[src/rtl/core/cdss_pkg.sv]
// ----------------------------------------------------------------------------
// Clock divider source select package
// Widths and constants shared by the interfaces, the core and its checker.
// ----------------------------------------------------------------------------
`default_nettype none

package cdss_pkg;

    // Number of source rate registers held by the block.
    localparam int NumRegs = 8;
    // Width of a rate register, of a request and of the write data.
    localparam int RateW = 32;
    // Width of the register index on the write port (one spare bit so that
    // writes beyond the register list can be issued and ignored).
    localparam int CfgIdxW = 4;
    // Fraction bits of the divisor.
    localparam int FracBits = 12;
    // Width of the integer and fraction fields of the divisor.
    localparam int DivFieldW = 12;
    // Width of the source index field.
    localparam int SrcW = 3;
    // Width of the remembered source, wide enough to hold the auto code.
    localparam int SelW = 4;
    // Fraction bits of the achieved frequency.
    localparam int F8Bits = 8;
    // Dividend and quotient width of the shared divider.
    localparam int DivW = RateW + FracBits + F8Bits;
    // Width of the divider step counter.
    localparam int DivCntW = $clog2(DivW);
    // Width of the running error bound.
    localparam int ErrW = RateW + F8Bits;

    // Remembered source code that selects a scan over all sources.
    localparam logic [SelW-1:0] AutoSel = 4'd8;
    // Highest request that may use a fractional divisor.
    localparam logic [RateW-1:0] MaxFracRate = 32'd25000000;
    // Lower limit of the integer divisor.
    localparam logic [DivFieldW-1:0] DivMin = 12'd2;

endpackage

`default_nettype wire

[src/rtl/core/cdss_stream_if.sv]
// ----------------------------------------------------------------------------
// Clock divider source select channels
// Valid/ready channels for rate requests and for divider settings.
// ----------------------------------------------------------------------------
`default_nettype none

// Request channel: one item is a requested output rate.
interface cdss_req_if;
    logic                          valid;
    logic                          ready;
    logic [cdss_pkg::RateW-1:0]    rate_hz;

    modport source (output valid, output rate_hz, input ready);
    modport sink   (input valid, input rate_hz, output ready);
endinterface

// Response channel: one item is a set of divider settings.
interface cdss_rsp_if;
    logic                              valid;
    logic                              ready;
    logic                              ok;
    logic [cdss_pkg::SrcW-1:0]         source_used;
    logic [cdss_pkg::DivFieldW-1:0]    div_int;
    logic [cdss_pkg::DivFieldW-1:0]    div_frac;
    logic                              mash_on;

    modport source (output valid, output ok, output source_used, output div_int,
                    output div_frac, output mash_on, input ready);
    modport sink   (input valid, input ok, input source_used, input div_int,
                    input div_frac, input mash_on, output ready);
endinterface

`default_nettype wire

[src/rtl/core/clock_divider_source_select.sv]
// In auto mode an item scans every source and skips any that is unused, too
// slow or out of divisor range; a zero request goes straight to the result.
// Each divide runs on the single shared restoring divider. One item is in
// work at a time; the next is taken the cycle after its settings are
// registered, even while they wait.
// Reset clears the source rates to zero and returns the block to auto mode.
// ----------------------------------------------------------------------------
// Clock divider source select
// Picks a clock source and computes 12.12 fractional divider settings for a
// requested rate, using one shared bit-serial divider under a sequencer.
// ----------------------------------------------------------------------------
`default_nettype none

module clock_divider_source_select #(
    parameter int NUM_SOURCES = 8
) (
    input  wire logic                             clk,
    input  wire logic                             rst_n,
    input  wire logic                             cfg_we,
    input  wire logic [cdss_pkg::CfgIdxW-1:0]     cfg_index,
    input  wire logic [cdss_pkg::RateW-1:0]       cfg_data,
    cdss_req_if.sink                              req,
    cdss_rsp_if.source                            rsp
);

    localparam int RateW    = cdss_pkg::RateW;
    localparam int DivW     = cdss_pkg::DivW;
    localparam int DivCntW  = cdss_pkg::DivCntW;
    localparam int ErrW     = cdss_pkg::ErrW;
    localparam int SrcW     = cdss_pkg::SrcW;
    localparam int SelW     = cdss_pkg::SelW;
    localparam int FracBits = cdss_pkg::FracBits;
    localparam int FieldW   = cdss_pkg::DivFieldW;
    localparam int F8Bits   = cdss_pkg::F8Bits;

    typedef enum logic [3:0] {
        S_IDLE,
        S_SCAN,
        S_D1,
        S_R1,
        S_D2,
        S_ABS,
        S_CMP,
        S_FIN_START,
        S_FIN_D,
        S_FIN_R,
        S_DONE
    } state_t;

    // Control state.
    state_t                  state_reg, state_next;
    logic [SelW-1:0]         sel_reg, sel_next;
    logic [SelW-1:0]         idx_reg, idx_next;
    logic                    found_reg, found_next;
    logic [DivCntW-1:0]      cnt_reg, cnt_next;
    logic                    rsp_valid_reg, rsp_valid_next;
    logic [RateW-1:0]        src_reg [cdss_pkg::NumRegs];

    // Payload and datapath state.
    logic [RateW-1:0]        rate_reg, rate_next;
    logic [ErrW-1:0]         best_reg, best_next;
    logic [SrcW-1:0]         best_idx_reg, best_idx_next;
    logic [DivW-1:0]         quo_reg, quo_next;
    logic [RateW-1:0]        rem_reg, rem_next;
    logic [RateW-1:0]        dvs_reg, dvs_next;
    logic [DivW-1:0]         diff_reg, diff_next;
    logic                    pend_ok_reg, pend_ok_next;
    logic [SrcW-1:0]         pend_src_reg, pend_src_next;
    logic [FieldW-1:0]       pend_int_reg, pend_int_next;
    logic [FieldW-1:0]       pend_frac_reg, pend_frac_next;
    logic                    rsp_ok_reg, rsp_ok_next;
    logic [SrcW-1:0]         rsp_src_reg, rsp_src_next;
    logic [FieldW-1:0]       rsp_int_reg, rsp_int_next;
    logic [FieldW-1:0]       rsp_frac_reg, rsp_frac_next;

    // Helper signals.
    logic [RateW-1:0]        src_rd;
    logic [RateW:0]          trial;
    logic                    trial_ge;
    logic                    d_in_range;
    logic [DivW-1:0]         want;
    logic                    in_take;
    logic                    out_free;
    logic                    auto_mode;

    // Source rate read at the scan index.
    assign src_rd = src_reg[idx_reg[SrcW-1:0]];

    // One restoring divide step: shift in the next dividend bit and try.
    assign trial    = {rem_reg, quo_reg[DivW-1]};
    assign trial_ge = (trial >= {1'b0, dvs_reg});

    // Integer divisor range check on a finished 12.12 quotient.
    assign d_in_range = (quo_reg[DivW-1:FracBits+FieldW] == '0) &&
                        (quo_reg[FracBits+FieldW-1:FracBits] >= cdss_pkg::DivMin);

    // Request scaled to the achieved-frequency fraction bits.
    assign want = {{(DivW-ErrW){1'b0}}, rate_reg, {F8Bits{1'b0}}};

    assign in_take   = req.valid && (state_reg == S_IDLE);
    assign out_free  = !rsp_valid_reg || rsp.ready;
    assign auto_mode = (sel_reg >= SelW'(NUM_SOURCES));

    assign req.ready       = (state_reg == S_IDLE);
    assign rsp.valid       = rsp_valid_reg;
    assign rsp.ok          = rsp_ok_reg;
    assign rsp.source_used = rsp_src_reg;
    assign rsp.div_int     = rsp_int_reg;
    assign rsp.div_frac    = rsp_frac_reg;
    assign rsp.mash_on     = (rsp_frac_reg != '0);

    // Sequencer and datapath next values.
    always_comb
    begin
        state_next     = state_reg;
        sel_next       = sel_reg;
        idx_next       = idx_reg;
        found_next     = found_reg;
        cnt_next       = cnt_reg;
        rsp_valid_next = rsp_valid_reg;
        rate_next      = rate_reg;
        best_next      = best_reg;
        best_idx_next  = best_idx_reg;
        quo_next       = quo_reg;
        rem_next       = rem_reg;
        dvs_next       = dvs_reg;
        diff_next      = diff_reg;
        pend_ok_next   = pend_ok_reg;
        pend_src_next  = pend_src_reg;
        pend_int_next  = pend_int_reg;
        pend_frac_next = pend_frac_reg;
        rsp_ok_next    = rsp_ok_reg;
        rsp_src_next   = rsp_src_reg;
        rsp_int_next   = rsp_int_reg;
        rsp_frac_next  = rsp_frac_reg;

        // The response register empties when the item is taken.
        if (rsp_valid_reg && rsp.ready)
        begin
            rsp_valid_next = 1'b0;
        end

        unique case (state_reg)
            S_IDLE:
            begin
                if (in_take)
                begin
                    rate_next      = req.rate_hz;
                    pend_ok_next   = 1'b0;
                    pend_src_next  = '0;
                    pend_int_next  = '0;
                    pend_frac_next = '0;
                    if (req.rate_hz == '0)
                    begin
                        state_next = S_DONE;
                    end
                    else if (auto_mode)
                    begin
                        idx_next   = '0;
                        found_next = 1'b0;
                        best_next  = {req.rate_hz, {F8Bits{1'b0}}};
                        state_next = S_SCAN;
                    end
                    else
                    begin
                        idx_next   = sel_reg;
                        state_next = S_FIN_START;
                    end
                end
            end

            // Pick the next source to try, or close the scan.
            S_SCAN:
            begin
                if (idx_reg == SelW'(NUM_SOURCES))
                begin
                    if (found_reg)
                    begin
                        sel_next   = {1'b0, best_idx_reg};
                        idx_next   = {1'b0, best_idx_reg};
                        state_next = S_FIN_START;
                    end
                    else
                    begin
                        state_next = S_DONE;
                    end
                end
                else if (src_rd == '0 || src_rd < rate_reg)
                begin
                    idx_next = idx_reg + 1'b1;
                end
                else
                begin
                    quo_next   = {{(DivW-RateW-FracBits){1'b0}}, src_rd, {FracBits{1'b0}}};
                    rem_next   = '0;
                    dvs_next   = rate_reg;
                    cnt_next   = DivCntW'(DivW - 1);
                    state_next = S_D1;
                end
            end

            S_D1, S_D2, S_FIN_D:
            begin
                rem_next = trial_ge ? RateW'(trial - {1'b0, dvs_reg}) : trial[RateW-1:0];
                quo_next = {quo_reg[DivW-2:0], trial_ge};
                cnt_next = cnt_reg - 1'b1;
                if (cnt_reg == '0)
                begin
                    priority case (state_reg)
                        S_D1:    state_next = S_R1;
                        S_D2:    state_next = S_ABS;
                        default: state_next = S_FIN_R;
                    endcase
                end
            end

            // Divisor known: skip the source or divide again for its rate.
            S_R1:
            begin
                if (!d_in_range)
                begin
                    idx_next   = idx_reg + 1'b1;
                    state_next = S_SCAN;
                end
                else
                begin
                    dvs_next   = quo_reg[RateW-1:0];
                    quo_next   = {src_rd, {(DivW-RateW){1'b0}}};
                    rem_next   = '0;
                    cnt_next   = DivCntW'(DivW - 1);
                    state_next = S_D2;
                end
            end

            // Distance of the achieved rate from the request.
            S_ABS:
            begin
                diff_next  = (quo_reg >= want) ? (quo_reg - want) : (want - quo_reg);
                state_next = S_CMP;
            end

            // Keep the source only when it is strictly closer.
            S_CMP:
            begin
                if (diff_reg < {{(DivW-ErrW){1'b0}}, best_reg})
                begin
                    best_next     = diff_reg[ErrW-1:0];
                    best_idx_next = idx_reg[SrcW-1:0];
                    found_next    = 1'b1;
                end
                idx_next   = idx_reg + 1'b1;
                state_next = S_SCAN;
            end

            S_FIN_START:
            begin
                quo_next   = {{(DivW-RateW-FracBits){1'b0}}, src_rd, {FracBits{1'b0}}};
                rem_next   = '0;
                dvs_next   = rate_reg;
                cnt_next   = DivCntW'(DivW - 1);
                state_next = S_FIN_D;
            end

            // Final checks on the remembered source.
            S_FIN_R:
            begin
                if (d_in_range && !(quo_reg[FracBits-1:0] != '0 &&
                                    rate_reg > cdss_pkg::MaxFracRate))
                begin
                    pend_ok_next   = 1'b1;
                    pend_src_next  = sel_reg[SrcW-1:0];
                    pend_int_next  = quo_reg[FracBits+FieldW-1:FracBits];
                    pend_frac_next = quo_reg[FracBits-1:0];
                end
                state_next = S_DONE;
            end

            // Hand the settings to the response register when it is free.
            S_DONE:
            begin
                if (out_free)
                begin
                    rsp_valid_next = 1'b1;
                    rsp_ok_next    = pend_ok_reg;
                    rsp_src_next   = pend_src_reg;
                    rsp_int_next   = pend_int_reg;
                    rsp_frac_next  = pend_frac_reg;
                    state_next     = S_IDLE;
                end
            end

            default:
            begin
                state_next = S_IDLE;
            end
        endcase
    end

    // Control registers and source rate registers.
    always_ff @(posedge clk or negedge rst_n)
    begin
        if (!rst_n)
        begin
            state_reg     <= S_IDLE;
            sel_reg       <= cdss_pkg::AutoSel;
            idx_reg       <= '0;
            found_reg     <= 1'b0;
            cnt_reg       <= '0;
            rsp_valid_reg <= 1'b0;
            for (int i = 0; i < cdss_pkg::NumRegs; i++)
            begin
                src_reg[i] <= '0;
            end
        end
        else
        begin
            state_reg     <= state_next;
            sel_reg       <= sel_next;
            idx_reg       <= idx_next;
            found_reg     <= found_next;
            cnt_reg       <= cnt_next;
            rsp_valid_reg <= rsp_valid_next;
            if (cfg_we && !cfg_index[cdss_pkg::CfgIdxW-1])
            begin
                src_reg[cfg_index[SrcW-1:0]] <= cfg_data;
            end
        end
    end

    // Payload registers.
    always_ff @(posedge clk)
    begin
        rate_reg      <= rate_next;
        best_reg      <= best_next;
        best_idx_reg  <= best_idx_next;
        quo_reg       <= quo_next;
        rem_reg       <= rem_next;
        dvs_reg       <= dvs_next;
        diff_reg      <= diff_next;
        pend_ok_reg   <= pend_ok_next;
        pend_src_reg  <= pend_src_next;
        pend_int_reg  <= pend_int_next;
        pend_frac_reg <= pend_frac_next;
        rsp_ok_reg    <= rsp_ok_next;
        rsp_src_reg   <= rsp_src_next;
        rsp_int_reg   <= rsp_int_next;
        rsp_frac_reg  <= rsp_frac_next;
    end

endmodule

`default_nettype wire

[src/flat_wrapper.sv]
// flat-port wrapper written by rule: the top's interface ports become plain ports
module clock_divider_source_select_flat 
#(
    parameter int NUM_SOURCES = 8
)
  (clk, rst_n, cfg_we, cfg_index, cfg_data, req_valid, req_rate_hz, req_ready, rsp_valid, rsp_ok, rsp_source_used, rsp_div_int, rsp_div_frac, rsp_mash_on, rsp_ready);
  cdss_req_if req_i ();
  cdss_rsp_if rsp_i ();
  input  wire logic clk;
  input  wire logic rst_n;
  input  wire logic cfg_we;
  input  wire logic [cdss_pkg::CfgIdxW-1:0] cfg_index;
  input  wire logic [cdss_pkg::RateW-1:0] cfg_data;
  input wire logic [$bits(req_i.valid)-1:0] req_valid;
  input wire logic [$bits(req_i.rate_hz)-1:0] req_rate_hz;
  output wire logic [$bits(req_i.ready)-1:0] req_ready;
  output wire logic [$bits(rsp_i.valid)-1:0] rsp_valid;
  output wire logic [$bits(rsp_i.ok)-1:0] rsp_ok;
  output wire logic [$bits(rsp_i.source_used)-1:0] rsp_source_used;
  output wire logic [$bits(rsp_i.div_int)-1:0] rsp_div_int;
  output wire logic [$bits(rsp_i.div_frac)-1:0] rsp_div_frac;
  output wire logic [$bits(rsp_i.mash_on)-1:0] rsp_mash_on;
  input wire logic [$bits(rsp_i.ready)-1:0] rsp_ready;
  assign req_i.valid = req_valid;
  assign req_i.rate_hz = req_rate_hz;
  assign req_ready = req_i.ready;
  assign rsp_valid = rsp_i.valid;
  assign rsp_ok = rsp_i.ok;
  assign rsp_source_used = rsp_i.source_used;
  assign rsp_div_int = rsp_i.div_int;
  assign rsp_div_frac = rsp_i.div_frac;
  assign rsp_mash_on = rsp_i.mash_on;
  assign rsp_i.ready = rsp_ready;
  clock_divider_source_select #(.NUM_SOURCES(NUM_SOURCES)) u_core (.clk(clk), .rst_n(rst_n), .cfg_we(cfg_we), .cfg_index(cfg_index), .cfg_data(cfg_data), .req(req_i), .rsp(rsp_i));
endmodule
[config.mk]
export PLATFORM = sky130hd
export DESIGN_NAME = clock_divider_source_select_flat
export DESIGN_NICKNAME = d
export VERILOG_FILES = /design/src/rtl/core/cdss_pkg.sv /design/src/rtl/core/cdss_stream_if.sv /design/src/rtl/core/clock_divider_source_select.sv /design/src/flat_wrapper.sv
export SDC_FILE = /design/constraint.sdc
export NUM_CORES = 1
export LEC_CHECK = 0
export BUFFER_PORTS_ARGS = -buffer_cell sky130_fd_sc_hd__buf_2
export CORE_UTILIZATION = 65
export DETAILED_ROUTE_END_ITERATION = 16
export PLACE_DENSITY = 0.86
export SYNTH_ARGS = -nofsm -noshare
export SYNTH_HDL_FRONTEND = slang
export SYNTH_SLANG_ARGS = --single-unit
[constraint.sdc]
create_clock -name clk -period 25 [get_ports clk]
set_input_delay 2.5 -clock clk [delete_from_list [all_inputs] [get_ports clk]]
set_output_delay 2.5 -clock clk [all_outputs]
set_load 0.1 [all_outputs]
==> results by group <==
Worst hold path
  • Hold Path Origin: u_core.pend_int_reg[9]
  • Hold WC Path Type: flip-flop to flip-flop
  • Worst Hold End: u_core.rsp.div_int[9]
  • Hold depth: 0

Worst setup path
  • Data arrival time of the worst path: approximately 6.7 ns
  • Critical Path Max Stage Delay: roughly 0.81 ns
  • R2R Setup Slk: 18.52 ns
  • CP Data Required Time: 25.26 ns
  • WS Path Type: flip-flop to flip-flop
  • Critical path's most frequent cell: buf_4
  • CP max FO: 66
  • Worst r2r src: u_core.idx_reg[0]
  • Critical path depth: 14
  • CP Cell Sequence: buf_4 -> mux4_2 -> mux2i_1 -> inv_1 -> ha_1 -> and3_1 -> nand4_1 -> nor3_1 -> o21ai_0 -> a211oi_1 -> o31ai_1 -> o21a_1 -> nor2_4 -> buf_4
  • Worst Setup Start Kind: flip-flop
  • Reg-to-reg endpoint: u_core.quo_reg[30]
  • Crit path max-delay family: buffers and inverters
  • Critical Path Sink Type: flip-flop
  • CP max-delay cell: buf_4
  • Crit path buffers/inverters: 3
  • R2R depth: 14

STA
  • Fmax: around 150 MHz
  • Fin crit share: 0.259
  • Tmin final: 6.48 ns
  • Final setup violating endpoints: 0
  • Clk_skew: 0.0448 ns
  • RSZ-0062 raised after global routing: false
  • Worst Tran Pin Value: about 1.4 ns
  • Hold slack: 0.408 ns
  • Fin. max-slew vios: 0
  • Final hold vios: 0
  • Setup TNS: 0 ns
  • Max_slew headroom: 0.0576

Logic synthesis
  • Cell type with the largest total area after synthesis: edfxtp_1
  • Yosys cell types: 84
  • Top-count cell post-synth: edfxtp_1
  • Number of synthesized register bits: 575
  • Syn Nets: 3036
  • Post-synth ARST share: 0.480
  • Mean post-synth cell area: between 10 and 15 um2
  • Post-synthesis cell count: about 2800
  • Synth Flop Type: edfxtp_1
  • Register area share after synthesis: 0.493
  • Mapped Area: 32200 um2
  • Synth top area cells: edfxtp_1 (28%), dfrtp_1 (21%), mux2_2 (10%), ha_1 (6.6%), mux4_2 (4.5%)
  • EDFF count, synth: 299
  • Synth warn: 0
  • Top cells by count, synth: edfxtp_1 (299), mux2_2 (293), dfrtp_1 (275)
  • Top-area cell type share of the netlist area: 0.279

Clock network
  • CTS Buf Count: 57
  • Sink Count: 575
  • H-tree Lvls: 2
  • Post-CTS Setup Bufs: 0
  • Post_cts resized: 0
  • CTS tree: yes
  • Longest Clk Path Bufs: 3
  • Clk root buf: clkbuf_16
  • Worst-Skew Late Latency: 0.65 ns
  • Clock-pin slew on the worst setup and hold paths: 0.07 ns
  • Post-CTS Hold Buffers: 0

GRT
  • Largest net degree at the start of global routing: around 110
  • Number of global-route vias before repair: about 25000
  • GRT overflow: 0
  • GRT Overall Usage: 0.375
  • Global-route wire length before repair: 143000 um
  • Initial antenna violation count: 4

Run status
  • Status: complete, no violations

Placed design
  • DP HPWL: approximately 67000 um
  • Placed Area: around 33000 um2
  • I/O Buffers: 103
  • Final Wtd Congestion: 0.977

Routing
  • ANT nets after route: 0
  • WL final: 93600 um
  • # DRC: 0
  • Wirelength per Cell: roughly 26 um
  • DR vias/cell: slightly below 7
  • First drt pass iteration count: 7
  • Starting DRT DRC Count: ~2600
  • Vias: 24100

Floorplan
  • Chip Width: 225 um
  • Die height: about 220 um
  • I/O pin count: about 100
  • Die Area: 50400 um2
  • Core area: 49000 um2
  • Row cnt: 81
  • Starting Density: 0.658

Finish
  • Layout overhead on the synthesized area: 9.78%
  • Design area: 35400 um2
  • Share of cells above drive strength 1: 0.215
  • Max reg flops: about 260
  • Nets: ~3100

Power
  • Static Leakage: 14.7 nW
  • Peak supply drop: 0.000121 V
  • Pwr Density: about 140 nW/um2

Run
  • Maxcap violations: 0
==> cell usage in the layout (no fill, tap or decap), drive strengths merged, types with 9 or more instances in the layout <==
cell | Yosys | routed
nor3 | 48 | 48
edfxtp | 299 | 299
nor2 | 158 | 158
or3 | 9 | 9
mux2 | 294 | 294
clkinv | 0 | 17
a31oi | 15 | 15
xnor2 | 40 | 40
a211oi | 26 | 26
o21bai | 31 | 31
o31ai | 11 | 11
nor4 | 51 | 51
inv | 211 | 214
and3 | 12 | 12
nand2 | 191 | 191
o21a | 19 | 19
o221ai | 34 | 34
a21o | 41 | 41
a21oi | 164 | 164
buf | 41 | 127
nand3 | 24 | 24
and2 | 28 | 28
nor2b | 12 | 12
dfrtp | 275 | 275
mux4 | 64 | 64
mux2i | 57 | 57
or4 | 16 | 16
nand2b | 20 | 20
bufinv | 0 | 11
nand4 | 46 | 46
clkbuf | 85 | 74
a221oi | 9 | 9
o22ai | 20 | 20
o21ai | 142 | 142
ha | 170 | 170
xor2 | 33 | 33
==> cell families after synthesis <==
logic type | after synthesis | synth area share
AO/OA/AOI/OAI | 579 | 0.116
XOR/XNOR | 73 | 0.0199
adder cells (fa/ha/maj) | 172 | 0.0673
buffers and inverters | 337 | 0.0410
flip-flops | 575 | 0.493
multiplexers | 415 | 0.165
AND/OR/NAND/NOR | 640 | 0.0972
==> worst max-delay path by stage <==
stage,to,from
after global routing,u_core.quo_reg[30],u_core.idx_reg[0]
after detailed placement,u_core.quo_reg[40],u_core.idx_reg[0]
after global placement,u_core.quo_reg[40],u_core.idx_reg[0]
final,u_core.quo_reg[30],u_core.idx_reg[0]
after floorplan,u_core.quo_reg[0],u_core.idx_reg[0]
after CTS,u_core.quo_reg[17],u_core.idx_reg[0]
==> layout make-up <==
type	count	area, um2
Timing Repair Buffer	127	706
Multi-Input combinational cell	1879	15100
Sequential cell	575	15900
Fill cell	3274	13600
Inverter	211	792
Clock inverter	32	474
Tap cell	664	831
Antenna cell	2	5.00
Clock buffer	74	1570
==> per-layer routing <==
layer	vias to the layer above	track usage	wire, um
met5	-	0	16
met4	2	0.189	4760
met3	301	0.0567	7370
met2	1338	0.629	45900
met1	12000	0.476	35500
li1	10500	-	-
==> report_power, final <==
group	switching, W	internal (W)	leakage (nW)
clock network	0.000378	0.000557	0.999
registers	0.000250	0.00141	6.19
logic	0.00154	0.000896	7.50
==> stage by stage <==
step / power, W / utilization / std cells / worst slack (ns)
2_1_floorplan: 0.00329 / - / 2791 / 17.15
5_1_grt: 0.00528 / 0.722 / 3564 / 18.13
6_report: 0.00504 / 0.722 / 3564 / 18.52
3_3_place_gp: 0.00393 / 0.680 / 3456 / 18.76
3_5_place_dp: 0.00402 / 0.680 / 3456 / 18.59
4_1_cts: 0.00498 / 0.722 / 3562 / 18.54
Note: power is estimated with default switching activity, not from simulation.
